$ cat config.mk
export PLATFORM = sky130hd
export DESIGN_NAME = tcw_queue
export DESIGN_NICKNAME = d
export VERILOG_FILES = /design/src/rtl/tcw_pkg.sv /design/src/rtl/tcw_queue.sv
export SDC_FILE = /design/constraint.sdc
export NUM_CORES = 1
export LEC_CHECK = 0
export BUFFER_PORTS_ARGS = -buffer_cell sky130_fd_sc_hd__buf_2
export CAP_MARGIN = 20
export CORE_UTILIZATION = 25
export DETAILED_ROUTE_END_ITERATION = 10
export PLACE_DENSITY = 0.46
export RECOVER_POWER = 25
export SYNTH_ARGS = -nofsm -noshare
export SYNTH_HDL_FRONTEND = slang
export SYNTH_SLANG_ARGS = --single-unit
$ cat constraint.sdc
create_clock -name i_clk -period 2.15 [get_ports i_clk]
set_clock_uncertainty 0.2 [all_clocks]
set_input_delay 0.3225 -clock i_clk [delete_from_list [all_inputs] [get_ports i_clk]]
set_output_delay 0.3225 -clock i_clk [all_outputs]
set_load 0.005 [all_outputs]
$ cat src/rtl/tcw_pkg.sv
package tcw_pkg;

    localparam int COLUMNS_DEF     = 80;
    localparam int ROWS_DEF        = 25;
    localparam int TAB_STEP_DEF    = 8;
    localparam int QUEUE_DEPTH_DEF = 2;

    localparam logic [7:0]  ATTR_RESET  = 8'h0F;
    localparam logic [7:0]  SPACE_CODE  = 8'h20;
    localparam logic [7:0]  BS_CODE     = 8'h08;
    localparam logic [7:0]  TAB_CODE    = 8'h09;
    localparam logic [7:0]  LF_CODE     = 8'h0A;
    localparam logic [7:0]  CR_CODE     = 8'h0D;
    localparam logic [15:0] RESET_CELL  = {ATTR_RESET, SPACE_CODE};

    localparam logic [1:0] FUNC_PUT   = 2'd0;
    localparam logic [1:0] FUNC_CLEAR = 2'd1;
    localparam logic [1:0] FUNC_READ  = 2'd2;

    localparam logic [2:0] OP_NOP   = 3'd0;
    localparam logic [2:0] OP_PRINT = 3'd1;
    localparam logic [2:0] OP_BS    = 3'd2;
    localparam logic [2:0] OP_TAB   = 3'd3;
    localparam logic [2:0] OP_CR    = 3'd4;
    localparam logic [2:0] OP_LF    = 3'd5;
    localparam logic [2:0] OP_CLEAR = 3'd6;
    localparam logic [2:0] OP_READ  = 3'd7;

    typedef struct packed {
        logic [1:0]  func;
        logic [7:0]  char_code;
        logic [10:0] cell_index;
    } t_item;

    typedef struct packed {
        logic [10:0] cursor_index;
        logic [15:0] cell_data;
        logic        scrolled;
    } t_result;

    typedef struct packed {
        logic [2:0]  op;
        logic [6:0]  code;
        logic [10:0] cell_index;
    } t_cmd;

endpackage

$ cat src/rtl/tcw_queue.sv
module tcw_queue #(
    parameter int DEPTH = tcw_pkg::QUEUE_DEPTH_DEF
) (
    input  logic          i_clk,
    input  logic          i_rst_n,
    input  logic          i_push,
    input  tcw_pkg::t_cmd i_wdata,
    output logic          o_full,
    input  logic          i_pop,
    output logic          o_vld,
    output tcw_pkg::t_cmd o_rdata
);

    localparam int PTR_W = (DEPTH > 1) ? $clog2(DEPTH) : 1;
    localparam int CNT_W = $clog2(DEPTH + 1);
    localparam logic [PTR_W-1:0] PTR_LAST = PTR_W'(DEPTH - 1);

    tcw_pkg::t_cmd    r_entries [DEPTH];
    logic [PTR_W-1:0] r_wp;
    logic [PTR_W-1:0] r_rp;
    logic [CNT_W-1:0] r_cnt;
    logic [PTR_W-1:0] n_wp;
    logic [PTR_W-1:0] n_rp;
    logic [CNT_W-1:0] n_cnt;

    assign o_full  = (r_cnt == CNT_W'(DEPTH));
    assign o_vld   = (r_cnt != '0);
    assign o_rdata = r_entries[r_rp];

    always_comb begin
        n_wp  = r_wp;
        n_rp  = r_rp;
        n_cnt = r_cnt;
        if (i_push) begin
            n_wp = (r_wp == PTR_LAST) ? '0 : r_wp + 1'b1;
        end
        if (i_pop) begin
            n_rp = (r_rp == PTR_LAST) ? '0 : r_rp + 1'b1;
        end
        if (i_push && !i_pop) begin
            n_cnt = r_cnt + 1'b1;
        end else if (!i_push && i_pop) begin
            n_cnt = r_cnt - 1'b1;
        end
    end

    always_ff @(posedge i_clk) begin
        if (!i_rst_n) begin
            r_wp  <= '0;
            r_rp  <= '0;
            r_cnt <= '0;
        end else begin
            r_wp  <= n_wp;
            r_rp  <= n_rp;
            r_cnt <= n_cnt;
        end
        if (i_push) begin
            r_entries[r_wp] <= i_wdata;
        end
    end

`ifndef SYNTHESIS
    a_cnt_bound: assert property (@(posedge i_clk) disable iff (!i_rst_n)
        r_cnt <= CNT_W'(DEPTH))
        else $error("queue count above depth");
    a_no_overflow: assert property (@(posedge i_clk) disable iff (!i_rst_n)
        i_push |-> (!o_full || i_pop))
        else $error("push into a full queue");
    a_no_underflow: assert property (@(posedge i_clk) disable iff (!i_rst_n)
        i_pop |-> o_vld)
        else $error("pop from an empty queue");
`endif

endmodule

Word level (Yosys, flattened, before mapping) --
Memory sizes are Yosys's and may differ from the RTL's. A register that Yosys moved wholly into a read port is not among the register bits. Index checks and enable logic that the tools add are counted.
Storage, ports and cells: bits in registers 4, bits of input ports 25, word-level logic and storage cells 23, output and inout bits 23, memories kept 1, RAM bits 42
Memories:
- r_entries | words 2, width 21, rd ports 1, clocked after Yosys merged registers in 1, write ports 1, RTL line tcw_queue.sv:18 | tcw_pkg::t_cmd r_entries [DEPTH];
Operators by class: equal/unequal tests 1, multiplexer cells 8, add/subtract/negate cells 4, reductions and logical operators 6
Operators by type and width (count):
- 1-bit 2-to-1 mux | 6
- 2-bit 2-to-1 mux | 2
- 2-bit nonzero test | 2
- 1-bit adder, second input constant | 2
- 2-bit by 1-bit adder with 2-bit output, second input constant | 1
- 2-bit equality test, second input constant | 1
- 1-bit logical AND | 2
- 1-bit zero test | 2
- 2-bit by 1-bit subtractor with 2-bit output, second input constant | 1

Logic depth before layout (Yosys ltp) --
Gate-level depths: netlist of run 1.
depth in word-level cells 4, mapped depth 5, mapped depth without buffers 5

Worst setup path before layout of run 1 --
Ideal clock, no wire load.
path kind in2reg, from input i_push, to memory r_entries[0][0] (netlist name) (enable), slack 0.216 ns, arrival time 1.331 ns, buffers on the path 0, library setup time 0.403 ns, data required time 1.547 ns, stages 1, path through nor2b_1
On the way: longest elaborated chain between the ends 2
RTL lines:
- start: declaration | RTL line tcw_queue.sv:6 | input logic i_push,
- 1-bit 2-to-1 mux | RTL line tcw_queue.sv:57 | if (i_push) begin
- 1-bit 2-to-1 mux (not written as such) | RTL line tcw_queue.sv:58 | r_entries[r_wp] <= i_wdata;
- end: declaration | RTL line tcw_queue.sv:18
Every way passes these cells.

==> results.json, run 1 <==
{
  "cts_root_buffer": "clkbuf_8",
  "leakage_nw": 0.8082,
  "fin_setup_tns_ns": 0,
  "min_period_over_period": 0.8484,
  "synth_seq_area_share": 0.7873,
  "vias_per_cell": 4.141,
  "ys_warn_count": 0,
  "hold_depth": 1,
  "drive_gt1_frac": 0.5245,
  "met3RoutedLength_um": 208,
  "clkTransAtPathRegs_ns": 0.08,
  "critical_path_required_ns": 1.63,
  "io_buffers": 47,
  "drc": 0,
  "finalHoldViolations": 0,
  "grt_setup_unrepaired": "no",
  "syn-num-nets": 113,
  "top_layer_used": "met4",
  "path_class": "reg -> out",
  "holdPathEnd": "r_entries[1][9]",
  "grt_max_degree": 23,
  "wl_met1_um": 1233,
  "cts.sinks": 47,
  "ioPinCount": 48,
  "core_sq_um": 6495,
  "worstSkewPairLatency_ns": 0.29,
  "fillerInstances": 617,
  "globalRouteTotalUtil": 0.08893,
  "r2r_start": "r_wp",
  "regToRegEndpoint": "r_entries[0][12]",
  "globalRoute.totalOverflow": 0,
  "vias": 911,
  "synth-seq-cells": 47,
  "setup_viol": 0,
  "num_rows": 29,
  "worst_setup_path_start_kind": "flop",
  "p_per_area_nw_per_um2": 812.0,
  "cts_buffer_depth": 2,
  "die_y_um": 85.17,
  "synth_cell_types": 16,
  "rrSetupSlack_ns": 0.85,
  "cp_max_fo": 11,
  "status": "finished, final reports clean",
  "grt_pass1_wl_um": 4754,
  "end_kind": "output pin",
  "cts_resized": 0,
  "syn_area_per_cell_sq_um": 19.88,
  "hp-class": "in -> reg",
  "start_util": 0.2662,
  "hp-start": "i_wdata[9]",
  "cap_violations": 0,
  "slew_headroom": 0.7872,
  "postLayoutCoreUtil": 0.3319,
  "dr_wl_met2_um": 1634,
  "vdd_drop_max_v": 0.0002508,
  "hold_buffers": 0,
  "fin_cells": 220,
  "dieWidth_um": 85.17,
  "period_needed_ns": 1.824,
  "dp_hpwl_um": 2206,
  "p_total_mw": 1.751,
  "dieArea_sq_um": 7253,
  "wire_per_inst_um": 14.05,
  "first_pass_iters": 4,
  "final_nets": 170,
  "diodes": 0,
  "final_max_slew_viol_count": 0,
  "routabilityCongestion": 0.6835,
  "grt_pass1_vias": 967,
  "drtIter0Drc": 23,
  "syn_area_sq_um": 1729,
  "routed_wl_um": 3091,
  "ant_nets": 0,
  "post-place-cells": 214,
  "tightest_slew_ns": 0.3192,
  "numCtsBuffers": 5,
  "syn_inst": 87,
  "post_cts_buffers": 0,
  "tritoncts": "yes",
  "r2r_cells": 2,
  "htree_num_levels": 2,
  "fmax_mhz": 548.2,
  "area_delta_synth_final_pct": 24.67,
  "antenna_found_initial": 0,
  "worstPathArrival_ns": 1.30
}
where the power goes:
part	switching, mW	leakage (nW)	internal [mW]
clock network	0.258	0.0371	0.217
logic	0.0956	0.335	0.114
registers	0.0156	0.436	1.05
total	0.370	0.808	1.38
cell usage after synthesis:
cell,n,area [sq um]
a21boi_1,1,7.510
or3_1,1,6.260
mux2_2,21,236.5
dfxtp_1,5,100.1
or2_2,1,6.260
inv_1,1,3.750
buf_2,2,10.01
and2b_2,1,8.760
o21a_1,1,7.510
nor2b_1,2,12.51
xor2_1,2,17.52
xnor2_1,1,8.760
edfxtp_1,42,1261
o21ai_0,1,5.000
ha_1,1,12.51
and2_1,4,25.02
logic make-up (layout without fill, tap and decap cells):
family / count (synthesis) / in the layout / share of synthesized area
xor+xnor: 3 / 3 / 0.01520
mux: 21 / 21 / 0.1368
simple gates: 9 / 9 / 0.03401
fa+ha+maj: 1 / 1 / 0.007235
compound gates: 3 / 3 / 0.01158
buf+inv: 3 / 59 / 0.007958
flops: 47 / 47 / 0.7873
critical path: stages, from the launching register on:
cell	delay (ns)
dfxtp_1	0.33
buf_4	0.19
mux2_2	0.36
buf_2	0.13
final cells by class:
cell class	count	area, sq um	share of cell area
flip-flops and latches	47	1361	0.6315
inverters	1	3.754	0.001741
clock buffers	6	72.57	0.03366
multi-input cells	37	356.6	0.1654
well taps	77	96.34	0.04469
repair buffers	52	265.3	0.1230
flip-flops by register name, indices dropped and copies added (netlist names), named ones only:
signal     cells
r_wp           1
r_rp           1
r_cnt          2
r_entries     42
metal layers:
| layer | GRT usage | vias up |
|---|---|---|
| met1 | 0.1041 | 442 |
| met4 | 0.02311 | 0 |
| met2 | 0.1562 | 29 |
| met5 | 0 | - |
| li1 | - | 438 |
| met3 | 0.03016 | 2 |
cells in the final DEF, fill, tap and decap left out:
master	Yosys	routed
xor2_1	2	2
buf_4	0	5
or2_2	1	1
clkbuf_8	0	5
or3_1	1	1
mux2_2	21	21
and2b_2	1	1
nor2b_1	2	1
xnor2_1	1	1
nor2b_2	0	1
clkbuf_1	0	7
ha_1	1	1
o21a_1	1	1
dfxtp_1	5	5
o21ai_0	1	1
buf_2	2	41
edfxtp_1	42	42
inv_1	1	1
a21boi_1	1	1
and2_1	4	4
worst max path at each step:
stage	startpoint	endpoint	depth (start not counted)	slack (ns)
2_1_floorplan	i_push	r_entries[0][0]	1	0.22
3_3_place_gp	flop	o_rdata[2]	3	0.63
3_5_place_dp	i_pop	r_cnt[1]	5	0.56
4_1_cts	flop	o_rdata[2]	3	0.30
5_1_grt	flop	o_rdata[13]	3	0.25
6_report	flop	o_rdata[2]	3	0.33
metrics by stage:
stage | hold slack [ns] | setup slack (ns) | instance area, sq um
detailed placement | 0.3061 | 0.5641 | 2091
floorplan | 0.2214 | 0.2163 | 1729
global placement | 0.2714 | 0.6306 | 2091
global route | 0.007600 | 0.2458 | 2156
finish | 0.02086 | 0.3259 | 2156
CTS | 0.008634 | 0.2987 | 2163
No activity file was read; power rests on OpenSTA's default activity.
==> run 2: changes to the inputs <==
--- a/config.mk
+++ b/config.mk
@@ -5,6 +5,7 @@
 export SDC_FILE = /design/constraint.sdc
 export NUM_CORES = 1
 export LEC_CHECK = 0
+export ABC_AREA = 1
 export BUFFER_PORTS_ARGS = -buffer_cell sky130_fd_sc_hd__buf_2
 export CAP_MARGIN = 20
 export CORE_UTILIZATION = 25
==> constraint.sdc (replaced) <==
create_clock -name i_clk -period 1.9 [get_ports i_clk]
set_clock_uncertainty 0.2 [all_clocks]
set_input_delay 0.285 -clock i_clk [delete_from_list [all_inputs] [get_ports i_clk]]
set_output_delay 0.285 -clock i_clk [all_outputs]
set_load 0.005 [all_outputs]
==> run 2 against run 1 <==
Die area rose by 5.3%. Combinational power rose by 29%. Core utilization rose by 2.6 points. Global-route usage rose by 0.26 points. Setup slack got worse by 0.21 ns. Critical path depth did not move. First-iteration DRC count did not move. Cell count rose by 24%. Largest power group unchanged.
==> results.json, run 2 <==
{
  "routabilityCongestion": 0.6613,
  "cp_max_fo": 8,
  "slew_headroom": 0.8001,
  "crit_chain": "buf_4, mux2_2, buf_2",
  "drtIter0Drc": 23,
  "syn-num-nets": 126,
  "syn_area_per_cell_sq_um": 18.23,
  "critical_path_required_ns": 1.41,
  "syn_inst": 100,
  "synth_common_cells": "edfxtp_1 (42), mux2_4 (20), nand2_1 (9)",
  "crit_path_max_incr_delay_ns": 0.34,
  "synth_area_leaders": "edfxtp_1 (69%), mux2_4 (16%), dfxtp_1 (5.5%), nand2_1 (1.9%), inv_1 (1.6%)",
  "tightest_slew_ns": 0.2999,
  "final_max_slew_viol_count": 0,
  "ys_warn_count": 0,
  "ioPinCount": 48,
  "worstPathArrival_ns": 1.30,
  "worstSkewPairLatency_ns": 0.28,
  "synth.top_cell.area_share": 0.6918,
  "io_buffers": 47,
  "syn_area_sq_um": 1823,
  "synth_top_area_cell": "edfxtp_1",
  "tritoncts": "yes",
  "synth_edf_count": 42,
  "globalRoute.totalOverflow": 0,
  "diodes": 0,
  "p_per_area_nw_per_um2": 815.1,
  "area_delta_synth_final_pct": 35.48,
  "cp_top_family": "flip-flops",
  "num_rows": 30,
  "grt_pass1_wl_um": 5071,
  "synth_seq_area_share": 0.7467,
  "cts_root_buffer": "clkbuf_8",
  "regToRegEndpoint": "r_entries[1][18]",
  "final_nets": 203,
  "numCtsBuffers": 5,
  "r2r_cells": 3,
  "dieArea_sq_um": 7638,
  "leakage_nw": 1.001,
  "post_cts_buffers": 0,
  "finalHoldViolations": 0,
  "yosysMostFrequentCell": "edfxtp_1",
  "min_period_over_period": 0.9404,
  "drive_gt1_frac": 0.4011,
  "crit_buf_inv": 2,
  "slowest_stage": "dfxtp_1",
  "synth-seq-cells": 47,
  "cts.sinks": 47,
  "first_pass_iters": 4,
  "routed_wl_um": 3147,
  "start_util": 0.2639,
  "wire_per_inst_um": 11.53,
  "die_y_um": 87.40,
  "crit_end": "o_rdata[0]",
  "cp.depth": 3,
  "cap_violations": 0,
  "vias_per_cell": 3.868,
  "path_class": "reg -> out",
  "period_needed_ns": 1.787,
  "synth_cell_types": 13,
  "fillerInstances": 715,
  "rrSetupSlack_ns": 0.60,
  "ant_nets": 0,
  "dieWidth_um": 87.40,
  "p_total_mw": 2.013,
  "top_register": "r_entries",
  "clkTransAtPathRegs_ns": 0.07,
  "grt_pass1_vias": 1129,
  "globalRouteTotalUtil": 0.09150,
  "end_kind": "output pin",
  "largest_reg_flops": 42,
  "fmax_mhz": 559.7,
  "worst_setup_path_start_kind": "flop",
  "cts_buffer_depth": 2,
  "final_cell_mix": "edfxtp_1 (42), buf_2 (38), dlygate4sd3_1 (21)",
  "layout_commonest_cell": "edfxtp_1",
  "fin_setup_tns_ns": 0,
  "drc": 0,
  "synth_ff_type": "edfxtp_1",
  "htree_num_levels": 2,
  "setup_viol": 0,
  "antenna_found_initial": 0,
  "core_sq_um": 6907,
  "reg_top3": "r_entries x42, r_cnt x2",
  "grt_max_degree": 22,
  "dp_hpwl_um": 2185,
  "grt_setup_unrepaired": "no",
  "hp-class": "in -> reg",
  "vdd_drop_max_v": 0.0002408,
  "vias": 1056,
  "status": "finished, final reports clean",
  "r2r_start": "r_wp",
  "synthArstFlopShare": 0
}
==> run 2: power by group <==
part           total [mW]  internal (mW)  leakage [nW]  switching (mW)
registers            1.21           1.19         0.436          0.0173
logic               0.269          0.155         0.524           0.114
clock network       0.538          0.245        0.0414           0.294
total                2.01           1.59          1.00           0.425
==> run 2: cells by family after synthesis <==
kind of cell,after synthesis,share of synthesized area
buf+inv,10,0.02883
simple gates,19,0.04118
fa+ha+maj,1,0.006862
mux,21,0.1709
compound gates,2,0.005485
flops,47,0.7467
==> run 2: tightest hold or removal path, stage by stage <==
cell,delay [ns]
buf_2,0.12
nand2_1,0.06
nor2_1,0.03
==> run 2: per-stage QoR <==
| stage | cells | setup WS, ns | util | area (sq um) | hold WS (ns) |
|---|---|---|---|---|---|
| 2_1_floorplan | 100 | 0.07733 | - | 1823 | 0.1839 |
| 3_3_place_gp | 245 | 0.3837 | 0.3168 | 2188 | 0.2744 |
| 3_5_place_dp | 245 | 0.3658 | 0.3168 | 2188 | 0.2780 |
| 4_1_cts | 273 | 0.03884 | 0.3585 | 2476 | 0.04167 |
| 5_1_grt | 273 | 0.03615 | 0.3576 | 2470 | 0.06678 |
| 6_report | 273 | 0.1133 | 0.3576 | 2470 | 0.05610 |
==> run 2: metal layers <==
layer  vias up  global-route usage  part of all wire
li1        514                   -                 -
met1       502             0.09621              0.41
met2        36              0.1634              0.52
met3         4             0.02749             0.059
met4         0             0.04918             0.017
met5         -                   0                 0
==> run 2: worst min path at each step <==
stage                     from               to  slack, ns  depth (start not counted)
floorplan           i_wdata[0]  r_entries[0][0]       0.18                          0
global placement    i_wdata[4]  r_entries[1][4]       0.27                          1
detailed placement  i_wdata[9]  r_entries[1][9]       0.28                          1
CTS                    i_rst_n             r_wp       0.04                          3
global route           i_rst_n         r_cnt[0]       0.07                          3
finish                 i_rst_n             r_wp       0.06                          3
==> run 2: repair_timing <==
| action | 4_1_cts | 5_1_grt |
|---|---|---|
| hold buffers | 21 | 0 |
| hold endpoints to repair | 42 | 0 |
| resized for setup | 0 | 1 |
| endpoints found under the setup margin | 0 | 6 |
==> run 2: final cells by class <==
| type | count | area, sq um | share of cell area |
|---|---|---|---|
| well taps | 96 | 120.1 | 0.04863 |
| inverters | 8 | 30.03 | 0.01216 |
| multi-input cells | 43 | 411.6 | 0.1667 |
| repair buffers | 72 | 469.2 | 0.1900 |
| clock inverters | 2 | 8.758 | 0.003546 |
| flip-flops and latches | 47 | 1361 | 0.5512 |
| clock buffers | 5 | 68.82 | 0.02786 |
