File: src/rtl/tcw_pkg.sv
package tcw_pkg;

    localparam int COLUMNS_DEF     = 80;
    localparam int ROWS_DEF        = 25;
    localparam int TAB_STEP_DEF    = 8;
    localparam int QUEUE_DEPTH_DEF = 2;

    localparam logic [7:0]  ATTR_RESET  = 8'h0F;
    localparam logic [7:0]  SPACE_CODE  = 8'h20;
    localparam logic [7:0]  BS_CODE     = 8'h08;
    localparam logic [7:0]  TAB_CODE    = 8'h09;
    localparam logic [7:0]  LF_CODE     = 8'h0A;
    localparam logic [7:0]  CR_CODE     = 8'h0D;
    localparam logic [15:0] RESET_CELL  = {ATTR_RESET, SPACE_CODE};

    localparam logic [1:0] FUNC_PUT   = 2'd0;
    localparam logic [1:0] FUNC_CLEAR = 2'd1;
    localparam logic [1:0] FUNC_READ  = 2'd2;

    localparam logic [2:0] OP_NOP   = 3'd0;
    localparam logic [2:0] OP_PRINT = 3'd1;
    localparam logic [2:0] OP_BS    = 3'd2;
    localparam logic [2:0] OP_TAB   = 3'd3;
    localparam logic [2:0] OP_CR    = 3'd4;
    localparam logic [2:0] OP_LF    = 3'd5;
    localparam logic [2:0] OP_CLEAR = 3'd6;
    localparam logic [2:0] OP_READ  = 3'd7;

    typedef struct packed {
        logic [1:0]  func;
        logic [7:0]  char_code;
        logic [10:0] cell_index;
    } t_item;

    typedef struct packed {
        logic [10:0] cursor_index;
        logic [15:0] cell_data;
        logic        scrolled;
    } t_result;

    typedef struct packed {
        logic [2:0]  op;
        logic [6:0]  code;
        logic [10:0] cell_index;
    } t_cmd;

endpackage

File: src/rtl/tcw_front.sv
module tcw_front (
    input  logic           i_clk,
    input  logic           i_rst_n,
    input  logic           i_start,
    input  tcw_pkg::t_item i_item,
    input  logic           i_hold,
    input  logic           i_q_full,
    output logic           o_busy,
    output logic           o_push,
    output tcw_pkg::t_cmd  o_cmd
);

    logic          r_vld;
    logic          n_vld;
    tcw_pkg::t_cmd r_cmd;
    tcw_pkg::t_cmd n_cmd;
    logic          accept;

    assign o_busy = i_hold | (r_vld & i_q_full);
    assign o_push = r_vld & ~i_q_full;
    assign o_cmd  = r_cmd;
    assign accept = i_start & ~o_busy;

    // Decode the beat into one back-end operation.
    always_comb begin
        n_cmd            = r_cmd;
        n_vld            = r_vld & ~o_push;
        if (accept) begin
            n_vld            = 1'b1;
            n_cmd.code       = i_item.char_code[6:0];
            n_cmd.cell_index = i_item.cell_index;
            case (i_item.func)
                tcw_pkg::FUNC_PUT: begin
                    if (i_item.char_code == tcw_pkg::BS_CODE) begin
                        n_cmd.op = tcw_pkg::OP_BS;
                    end else if (i_item.char_code == tcw_pkg::TAB_CODE) begin
                        n_cmd.op = tcw_pkg::OP_TAB;
                    end else if (i_item.char_code == tcw_pkg::CR_CODE) begin
                        n_cmd.op = tcw_pkg::OP_CR;
                    end else if (i_item.char_code == tcw_pkg::LF_CODE) begin
                        n_cmd.op = tcw_pkg::OP_LF;
                    end else if (i_item.char_code >= tcw_pkg::SPACE_CODE
                                 && !i_item.char_code[7]) begin
                        n_cmd.op = tcw_pkg::OP_PRINT;
                    end else begin
                        n_cmd.op = tcw_pkg::OP_NOP;
                    end
                end
                tcw_pkg::FUNC_CLEAR: n_cmd.op = tcw_pkg::OP_CLEAR;
                tcw_pkg::FUNC_READ:  n_cmd.op = tcw_pkg::OP_READ;
                default:             n_cmd.op = tcw_pkg::OP_NOP;
            endcase
        end
    end

    always_ff @(posedge i_clk) begin
        if (!i_rst_n) begin
            r_vld <= 1'b0;
        end else begin
            r_vld <= n_vld;
        end
        r_cmd <= n_cmd;
    end

endmodule

File: config.mk
export PLATFORM = sky130hd
export DESIGN_NAME = tcw_front
export DESIGN_NICKNAME = d
export VERILOG_FILES = /design/src/rtl/tcw_pkg.sv /design/src/rtl/tcw_front.sv
export SDC_FILE = /design/constraint.sdc
export NUM_CORES = 1
export LEC_CHECK = 0
export BUFFER_PORTS_ARGS = -buffer_cell sky130_fd_sc_hd__buf_2
export CELL_PAD_IN_SITES_DETAIL_PLACEMENT = 1
export CELL_PAD_IN_SITES_GLOBAL_PLACEMENT = 1
export CORE_UTILIZATION = 34
export DETAILED_ROUTE_END_ITERATION = 7
export PLACE_DENSITY_LB_ADDON = 0.1
export SYNTH_ARGS = -nofsm -noshare
export SYNTH_HDL_FRONTEND = slang
export SYNTH_SLANG_ARGS = --single-unit
File: constraint.sdc
create_clock -name i_clk -period 3.8 [get_ports i_clk]
set_input_delay 1.14 -clock i_clk [delete_from_list [all_inputs] [get_ports i_clk]]
set_output_delay 1.14 -clock i_clk [all_outputs]
set_load 0.05 [all_outputs]
# Word level (Yosys, flattened, before mapping)
# Index checks and enable logic that the tools add are counted.
[totals]
ff_bits = 22
out_inout_bits = 23
elab_cells = 29
inputBits = 26
[op_classes]
n_mux = 7
n_eq_ne = 6
bitwise_logic = 8
order_cmp = 1
reduce_logical = 3
[op_table]
columns = ["op", "n"]
rows = [
  ["== test 8 x 4 -> 1 bit, second input constant", 4],
  ["two-way mux 3 bit", 4],
  ["one-hot mux 3 bit (3 select lines)", 1],
  ["greater-or-equal comparator 8 x 6 -> 1 bit, second input constant", 1],
  ["bitwise AND 1 bit", 4],
  ["NOT 1 bit", 3],
  ["== test 2 x 1 -> 1 bit, second input constant", 1],
  ["== test 2 bit, second input constant", 1],
  ["zero test 2 bit", 1],
  ["two-way mux 1 bit", 2],
  ["logical AND 1 bit", 1],
  ["zero test 1 bit", 1],
  ["OR 1 bit", 1],
]

# Depth between registers and ports, before layout
# Gate-level depths: netlist of the first run.
[logic_depth]
ltp_word = 8
ltp_mapped = 4
ltp_nobuf = 4

# Least setup slack after synthesis of the first run
# OpenSTA, ideal clock, no wires.
[synth_path]
kind = "input port to output port"
from = "input port i_q_full"
to = "output port o_push"
cell_stages = 1
path_buffers = 0
slack_ns = 0.831
t_arrival_ns = 1.829
t_required_ns = 2.660
path_cell_list = "nor2b_1"
[synth_between]
elab_chain_len = 2
[synth_rtl]
columns = ["element", "line_no", "source"]
rows = [
  ["start, declared", "tcw_front.sv:7", "input logic i_q_full,"],
  ["NOT 1 bit", "tcw_front.sv:20", "assign o_push = r_vld & ~i_q_full;"],
  ["bitwise AND 1 bit", "tcw_front.sv:20", ""],
  ["end, declared", "tcw_front.sv:9", "output logic o_push,"],
]
# Every way passes these cells.

# Final worst setup path of the first run
[layout_path]
from = "input port i_q_full"
to = "output port o_busy"
[layout_between]
elab_chain_len = 2
[layout_rtl]
columns = ["element", "line_no", "source"]
rows = [
  ["bitwise AND 1 bit", "tcw_front.sv:19", "assign o_busy = i_hold | (r_vld & i_q_full);"],
  ["OR 1 bit", "tcw_front.sv:19", ""],
  ["end, declared", "tcw_front.sv:8", "output logic o_busy,"],
]
# Every way passes these cells.

==> results.md, run 1 <==
* Outcome: finished clean
* Placer Congestion at slightly below 0.7
* Highest metal used: met3
* Layout Nets at 132
* Static leakage power at approximately 0.00051 uW
* DRT Wirelength at about 1700 um
* Starting Density at 0.369
* Met1 wire length at 718 um
* # DRC at 0
* Final worst path period need at approximately 2.8 ns
* Drt pass-1 iters at 1
* Total design power at 488 uW
* H-tree Lvls at 1
* Placed insts at approximately 130
* Fin. Hold Viols at 0
* GRT overflow at 0
* Max Fclk at approximately 360 MHz
* Number of global-route vias before repair at 611
* IO buf count at between 40 and 50
* Initial antenna violation count at 0
* Critical path cell sequence: buf_2, nand2_1, nand2b_1, buf_2
* Final Cycle Share at 0.737
* Core Area at between 2000 and 2500 um^2
* Max stage delay on crit path at roughly 0.27 ns
* Combinational power share at 0.168
* Most common cell after layout, fill and taps aside: buf_2
* Int Power at between 300 and 400 uW
* Final TNS setup at 0 ns
* Global-route wire length before repair at between 2000 and 3000 um
* Die W at 51.7 um
* Max-Cap Viols at 0
* Slowest cell on the critical path: buf_2
* # Post-CTS Setup Buffers at 0
* Post-synth cell types at 22
* Sequential power share at 0.576
* Die height at between 50 and 60 um
* Num ports at 49
* CTS buffer count at 3
* Clock transition at path regs at around 0.11 ns
* Worst Max-Slew Pin Slew at between 0.3 and 0.4 ns
* CTS tree: built
* Pwr dens at ~420 nW/um^2
* WP data required at 2.66 ns
* Cells after Synth at 50
* Sequential area share after synthesis at 0.775
* Largest net degree at the start of global routing at 22
* WHS at ~0.65 ns
* Synth Area per Inst at ~17 um^2
* Crit path DAT at ~1.7 ns
* Crit-path most repeated cell: buf_2
* Row Count at 17
* RSZ-0062 raised after global routing: false
* Crit start category: input pin
* Avg WL per Cell at ~13 um
* Worst Setup End Kind: output pin
* Post_cts resized at 0
* YS warnings at 0
* Max VDD drop at 0.000255 V
* Critical path fanouts, max at 2
* Share of cells above drive strength 1 at 0.534
* WL met2 at between 900 and 1000 um
* CTS sink cnt at 22
* Critical path class: in -> out
* Post-CTS Hold Buffers at 0
* WL met3 at 94 um
* Clock Power Share at 0.256
* Post-synthesis net count at 78
* Crit path max-delay family: buffers and inverters
* Vias at 601
* Die area at between 2000 and 3000 um^2
* Slew Viols, Final at 0
* P_sw at approximately 130 uW
* Worst skew pair latency at ~0.30 ns
* Antenna Nets Post-Route at 0
* Net Sw Frac at 0.262
* Min-delay worst type: reg -> reg
* Clk root buf: clkbuf_4
* Vias/cell at about 4.6
* Commonest cells after routing, fill and taps aside: buf_2 (48), edfxtp_1 (21), inv_1 (5)
* Relative slew slack at 0.745
* Area grow syn2layout at 38.0%
* Clock skew at between 0.002 and 0.0025 ns
* Buf/Inv on CP at 2
* Tot GR Track Use at 0.150
* Iter 0 DRT Violations at 0
* Synthesized cell area at around 840 um^2
* CTS Buffer Depth at 2
* Ant diodes at 0
* #FFs+latches synth at 22
* Final std cells w/o fill at roughly 130
* Final setup violation count at 0
metrics by stage:
stage	area, um^2	worst slack (ns)	util
after detailed placement	1120	0.989	0.493
final	1160	1.00	0.509
after global placement	1120	1.05	0.493
after floorplan	840	0.831	-
after CTS	1160	0.989	0.509
after global routing	1160	0.942	0.509
path summary, 6_finish.rpt:
path                                  startpoint            endpoint  slack (ns)  depth (start not counted)
worst max-delay path                    i_q_full              o_busy        1.00                          4
worst min-delay path            r_vld$_SDFF_PN0_    r_vld$_SDFF_PN0_        0.65                          3
worst max register to register  r_vld$_SDFF_PN0_  o_cmd[1]$_DFFE_PP_        2.61                          4
worst min register to register  r_vld$_SDFF_PN0_    r_vld$_SDFF_PN0_        0.65                          3
tightest hold or removal path, delay by kind of cell (launching register included):
kind | cells | cell delay, ns
flip-flops | 1 | 0.35
AND/OR/NAND/NOR | 2 | 0.20
AO/OA/AOI/OAI | 1 | 0.09
Yosys cell counts:
master     number  area share
o2111ai_1       1       0.010
a21oi_1         2       0.012
nand2_1         1      0.0045
or4b_4          1       0.016
nor2_1          3       0.013
nand4_1         1      0.0075
o22ai_1         1      0.0075
a22o_1          1       0.010
ha_1            2       0.030
and2_1          1      0.0075
nor3b_1         1      0.0089
o21ai_0         1      0.0060
nand2b_1        1      0.0075
inv_1           5       0.022
nor4b_1         1       0.010
dfxtp_1         1       0.024
or4_1           1      0.0089
a211o_1         1       0.010
o211a_1         1       0.012
edfxtp_1       21        0.75
and3b_2         1       0.012
nor2b_1         1      0.0075
flip-flops by register name, summed over array words and instances (netlist names):
| signal | count |
|---|---|
| r_vld | 1 |
| o_cmd | 21 |
layer usage:
layer  vias up  track usage
met5         -            0
met3         0       0.0322
li1        298            -
met1       277        0.177
met4         0       0.0676
met2        26        0.262
power groups by stage:
stage / Clock, uW / Sequential, uW / Combinational, uW
2_1_floorplan: 0 / 322 / 17.6
3_3_place_gp: 0 / 286 / 80.8
3_5_place_dp: 0 / 287 / 82.6
4_1_cts: 131 / 281 / 82.7
5_1_grt: 140 / 282 / 88.0
6_report: 125 / 281 / 81.8
cells by family (layout without fill, tap and decap cells):
logic type,count (synthesis),after routing,share of synthesized area
simple gates,13,13,0.104
compound gates,8,8,0.0686
flops,22,22,0.775
fa+ha+maj,2,2,0.0298
buf+inv,5,58,0.0224
area by class of cell:
class                      count  area (um^2)
tap                           28         35.0
timing repair buffer          49          248
inverter                       5         18.8
fill                         251         1120
multi-input combinational     23          170
sequential                    22          651
clock buffer                   4         36.3
Power figures use the tool's default switching activity.
==> run 2, diff against run 1 <==
--- a/config.mk
+++ b/config.mk
@@ -8,7 +8,7 @@
 export BUFFER_PORTS_ARGS = -buffer_cell sky130_fd_sc_hd__buf_2
 export CELL_PAD_IN_SITES_DETAIL_PLACEMENT = 1
 export CELL_PAD_IN_SITES_GLOBAL_PLACEMENT = 1
-export CORE_UTILIZATION = 34
+export CORE_UTILIZATION = 29
 export DETAILED_ROUTE_END_ITERATION = 7
 export PLACE_DENSITY_LB_ADDON = 0.1
 export SYNTH_ARGS = -nofsm -noshare
==> constraint.sdc (replaced) <==
create_clock -name i_clk -period 2.4 [get_ports i_clk]
set_input_delay 0.72 -clock i_clk [delete_from_list [all_inputs] [get_ports i_clk]]
set_output_delay 0.72 -clock i_clk [all_outputs]
set_load 0.05 [all_outputs]
==> results.md, run 2 (synthesis results as in run 1) <==
* Die W at about 56 um
* Cell Area, Placed at about 1100 um^2
* Core Area at 2760 um^2
* Worst skew pair latency at approximately 0.3 ns
* Crit start category: input pin
* FF-to-FF End: o_cmd[14]$_DFFE_PP_
* IO buf count at 48
* Placer Congestion at 0.660
* Worst Max-Slew Pin Slew at about 0.36 ns
* CTS tree: built
* Area grow syn2layout at 38.7%
* Final setup violation count at 0
* Placed insts at 130
* Die area at about 3100 um^2
* WP data required at 1.68 ns
* Final Cycle Share at 0.815
* Max VDD drop at around 0.00035 V
* Final TNS setup at 0 ns
* Worst path depth at 4
* Num ports at 49
* Max Fclk at just over 500 MHz
* Row Count at 19
* Clock transition at path regs at approximately 0.12 ns
* Post_cts resized at 0
* CTS sink cnt at 22
* Worst r2r src: r_vld$_SDFF_PN0_
* Post-CTS Hold Buffers at 0
* # DRC at 0
* Max-Cap Viols at 0
* Commonest cells after routing, fill and taps aside: buf_2 (48), edfxtp_1 (21), inv_1 (5)
* Reg2Reg Setup Slack at 1.25 ns
* Share of cells above drive strength 1 at 0.544
* CTS Buffer Depth at 2
* Most common cell after layout, fill and taps aside: buf_2
* Ant diodes at 0
* Final Cell Area at approximately 1200 um^2
* Die height at 55.8 um
* Slew Viols, Final at 0
* CTS buffer count at 3
* Number of global-route vias before repair at ~600
* Largest register FFs at 21
* Max stage delay on crit path at roughly 0.27 ns
* Crit path max-delay family: buffers and inverters
* Worst Setup EP: o_busy
* Tot GR Track Use at 0.116
* Layout Nets at around 130
* Initial antenna violation count at 0
* # Post-CTS Setup Buffers at 0
* Fin. Hold Viols at 0
* Iter 0 DRT Violations at 9
* Worst Hold Depth at 1
* Final std cells w/o fill at approximately 130
* Outcome: finished clean
* Vias/cell at between 4 and 5
* R2r worst-path depth at 4
* Global-route wire length before repair at 2770 um
* H-tree Lvls at 1
* RSZ-0062 raised after global routing: false
* Worst Setup End Kind: output pin
* Pwr dens at 664 nW/um^2
* Largest net degree at the start of global routing at 22
* Critical path fanouts, max at 2
* Clk root buf: clkbuf_4
* Final worst path period need at slightly below 2 ns
* Crit-path most repeated cell: buf_2
* Min-delay worst type: in -> reg
* Setup crit start: i_q_full
* DRT Wirelength at about 1700 um
* Relative slew slack at 0.755
* Antenna Nets Post-Route at 0
* Vias at 629
* Static leakage power at 0.000515 uW
* Starting Density at 0.304
* Buf/Inv on CP at 2
* Slowest cell on the critical path: buf_2
* DP HPWL at between 1000 and 1500 um
* Crit path DAT at ~1.2 ns
* Drt pass-1 iters at 4
* Clock skew at between 0.008 and 0.009 ns
* GRT overflow at 0
* Critical path cell sequence: buf_2, nand2_1, nand2b_1, buf_2
* Critical path class: in -> out
* Avg WL per Cell at 13.0 um
-- run 2: cell counts in the layout (fill, tap and decap cells not counted) --
Identical to the previous run, type by type.
-- run 2: worst min path at each step --
| stage | slack [ns] | to | from |
|---|---|---|---|
| finish | 0.59 | o_cmd[5]$_DFFE_PP_ | i_item[5] |
| floorplan | 0.54 | r_vld$_SDFF_PN0_ | r_vld$_SDFF_PN0_ |
| detailed placement | 0.60 | r_vld$_SDFF_PN0_ | r_vld$_SDFF_PN0_ |
| CTS | 0.58 | o_cmd[5]$_DFFE_PP_ | i_item[5] |
| global route | 0.57 | o_cmd[1]$_DFFE_PP_ | i_item[1] |
| global placement | 0.58 | r_vld$_SDFF_PN0_ | r_vld$_SDFF_PN0_ |
-- run 2: worst reg2reg max path: stages (launching register included) --
cell,delay [ns]
dfxtp_1,0.33
nand2_1,0.08
nand2b_1,0.08
nor2_2,0.08
buf_4,0.27
-- run 2: power by group --
part | switching [uW] | internal, uW
clock | 106 | 92.4
sequential | 4.11 | 441
combinational | 93.1 | 36.7
total | 203 | 570
-- run 2: through the flow --
step	worst slack (ns)	power [uW]	utilization	hold WS, ns
2_1_floorplan	0.196	538	-	0.542
3_3_place_gp	0.346	582	0.409	0.583
4_1_cts	0.439	784	0.422	0.575
6_report	0.444	773	0.422	0.585
3_5_place_dp	0.334	585	0.409	0.603
5_1_grt	0.379	804	0.422	0.566
-- run 2: area by class of cell --
cell class	instances	area, um^2
fillers	310	1590
flip-flops and latches	22	651
repair buffers	49	248
multi-input cells	23	173
well taps	31	38.8
clock buffers	4	36.3
inverters	5	18.8
-- run 2: metal layers --
layer	vias up	wire length, um	part of all wire	GRT usage
met2	32	946	0.54	0.215
met4	0	0	0	0.0321
li1	299	-	-	-
met3	0	131	0.075	0.0395
met5	-	0	0	0
met1	298	666	0.38	0.124
==> run 3, diff against run 2 <==
==> constraint.sdc (replaced) <==
create_clock -name i_clk -period 1.7 [get_ports i_clk]
set_input_delay 0.51 -clock i_clk [delete_from_list [all_inputs] [get_ports i_clk]]
set_output_delay 0.51 -clock i_clk [all_outputs]
set_load 0.05 [all_outputs]
==> results.md, run 3 (synthesis results as in run 1) <==
* Clock Power Share at 0.321
* Ant diodes at 0
* Layout Nets at 140
* Clk root buf: clkbuf_4
* Placed insts at ~140
* Sequential power share at 0.513
* Max-Cap Viols at 0
* Crit path DAT at ~1.1 ns
* # Post-CTS Setup Buffers at 0
* Antenna Nets Post-Route at 0
* CTS tree: built
* Critical path class: reg -> out
* Combinational power share at 0.167
* CTS buffer count at 3
* Area grow syn2layout at 50.5%
* Share of cells above drive strength 1 at 0.595
* Row Count at 19
* Commonest cells after routing, fill and taps aside: buf_2 (48), edfxtp_1 (21), buf_4 (8)
* Die area at roughly 3100 um^2
* Post-CTS Hold Buffers at 0
* Max Fclk at 631 MHz
* Clock skew at 0.0136 ns
* Vias/cell at approximately 4.6
* Die height at around 56 um
* Drt pass-1 iters at 2
* Fin. Hold Viols at 0
* Num ports at slightly below 50
* Core Area at 2760 um^2
* Placer Congestion at between 0.6 and 0.7
* Worst skew pair latency at 0.30 ns
* Net Sw Frac at 0.241
* Clock transition at path regs at approximately 0.13 ns
* Worst Setup End Kind: output pin
* Starting Density at 0.304
* IO buf count at between 40 and 50
* WHS at 0.370 ns
* Final setup violation count at 0
* Pwr dens at 968 nW/um^2
* Crit start category: flop
* Post_cts resized at 0
* Iter 0 DRT Violations at 11
* Static leakage power at ~0.00056 uW
* Min-delay worst type: in -> reg
* P_sw at around 300 uW
* Final Cycle Share at 0.932
* # DRC at 0
* Int Power at 928 uW
* RSZ-0062 raised after global routing: false
* Outcome: finished clean
* DP HPWL at approximately 1400 um
* Vias at between 600 and 700
* Worst Max-Slew Pin Slew at roughly 0.47 ns
* GRT overflow at 0
* Avg WL per Cell at about 12 um
* Number of global-route vias before repair at around 690
* Final std cells w/o fill at approximately 140
* Slew Viols, Final at 0
* Tot GR Track Use at 0.124
* Relative slew slack at 0.683
* DRT Wirelength at roughly 1700 um
* Critical path fanouts, max at 2
* Largest net degree at the start of global routing at 22
* Most common cell after layout, fill and taps aside: buf_2
* Initial antenna violation count at 0
* CTS Buffer Depth at 2
* CTS sink cnt at 22
* Filler cells at between 300 and 400
* Final worst path period need at 1.58 ns
* Die W at ~56 um
* Max VDD drop at about 0.00048 V
* H-tree Lvls at 1
* WP data required at between 1 and 1.5 ns
* Global-route wire length before repair at 2960 um
* Largest register FFs at 21
==> run 3: power groups by stage <==
stage | registers, uW | clock network, uW | logic [uW]
CTS | 628 | 405 | 207
detailed placement | 641 | 0 | 206
global placement | 640 | 0 | 203
global route | 630 | 435 | 219
floorplan | 719 | 0 | 42.6
finish | 627 | 392 | 204
==> run 3: layer usage <==
metal | global-route usage | share of wire
met2 | 0.219 | 0.55
met5 | 0 | 0
met1 | 0.141 | 0.37
met4 | 0.0643 | 0.010
met3 | 0.0233 | 0.069
==> run 3: critical path, stage by stage (launching register included) <==
cell	delay, ns
dfxtp_1	0.35
nand2_1	0.08
nand2b_2	0.10
buf_2	0.27
==> run 3: metrics by stage <==
step / setup TNS, ns / total power, uW / util / instance area (um^2) / setup WS [ns]
floorplan: 0 / 761 / - / 852 / 0.0149
global placement: -0.207 / 843 / 0.439 / 1210 / -0.114
detailed placement: -0.205 / 847 / 0.439 / 1210 / -0.122
CTS: 0 / 1240 / 0.458 / 1260 / 0.0881
global route: 0 / 1280 / 0.458 / 1260 / 0.00192
finish: 0 / 1220 / 0.458 / 1260 / 0.116
==> run 3: path summary, 6_finish.rpt <==
| kind | endpoint | startpoint | slack [ns] | cells past startpoint |
|---|---|---|---|---|
| worst max register to register | o_cmd[16]$_DFFE_PP_ | r_vld$_SDFF_PN0_ | 0.62 | 4 |
| worst min register to register | r_vld$_SDFF_PN0_ | r_vld$_SDFF_PN0_ | 0.63 | 3 |
| worst min-delay path | o_cmd[1]$_DFFE_PP_ | i_item[1] | 0.37 | 1 |
| worst max-delay path | o_busy | r_vld$_SDFF_PN0_ | 0.12 | 3 |
==> run 3: final cells by class <==
cell class,instances,area [um^2],area share
repair buffers,57,320,0.253
inverters,5,18.8,0.0149
multi-input cells,23,183,0.145
clock buffers,3,22.5,0.0178
clock inverters,1,30.0,0.0238
well taps,31,38.8,0.0307
flip-flops and latches,22,651,0.515
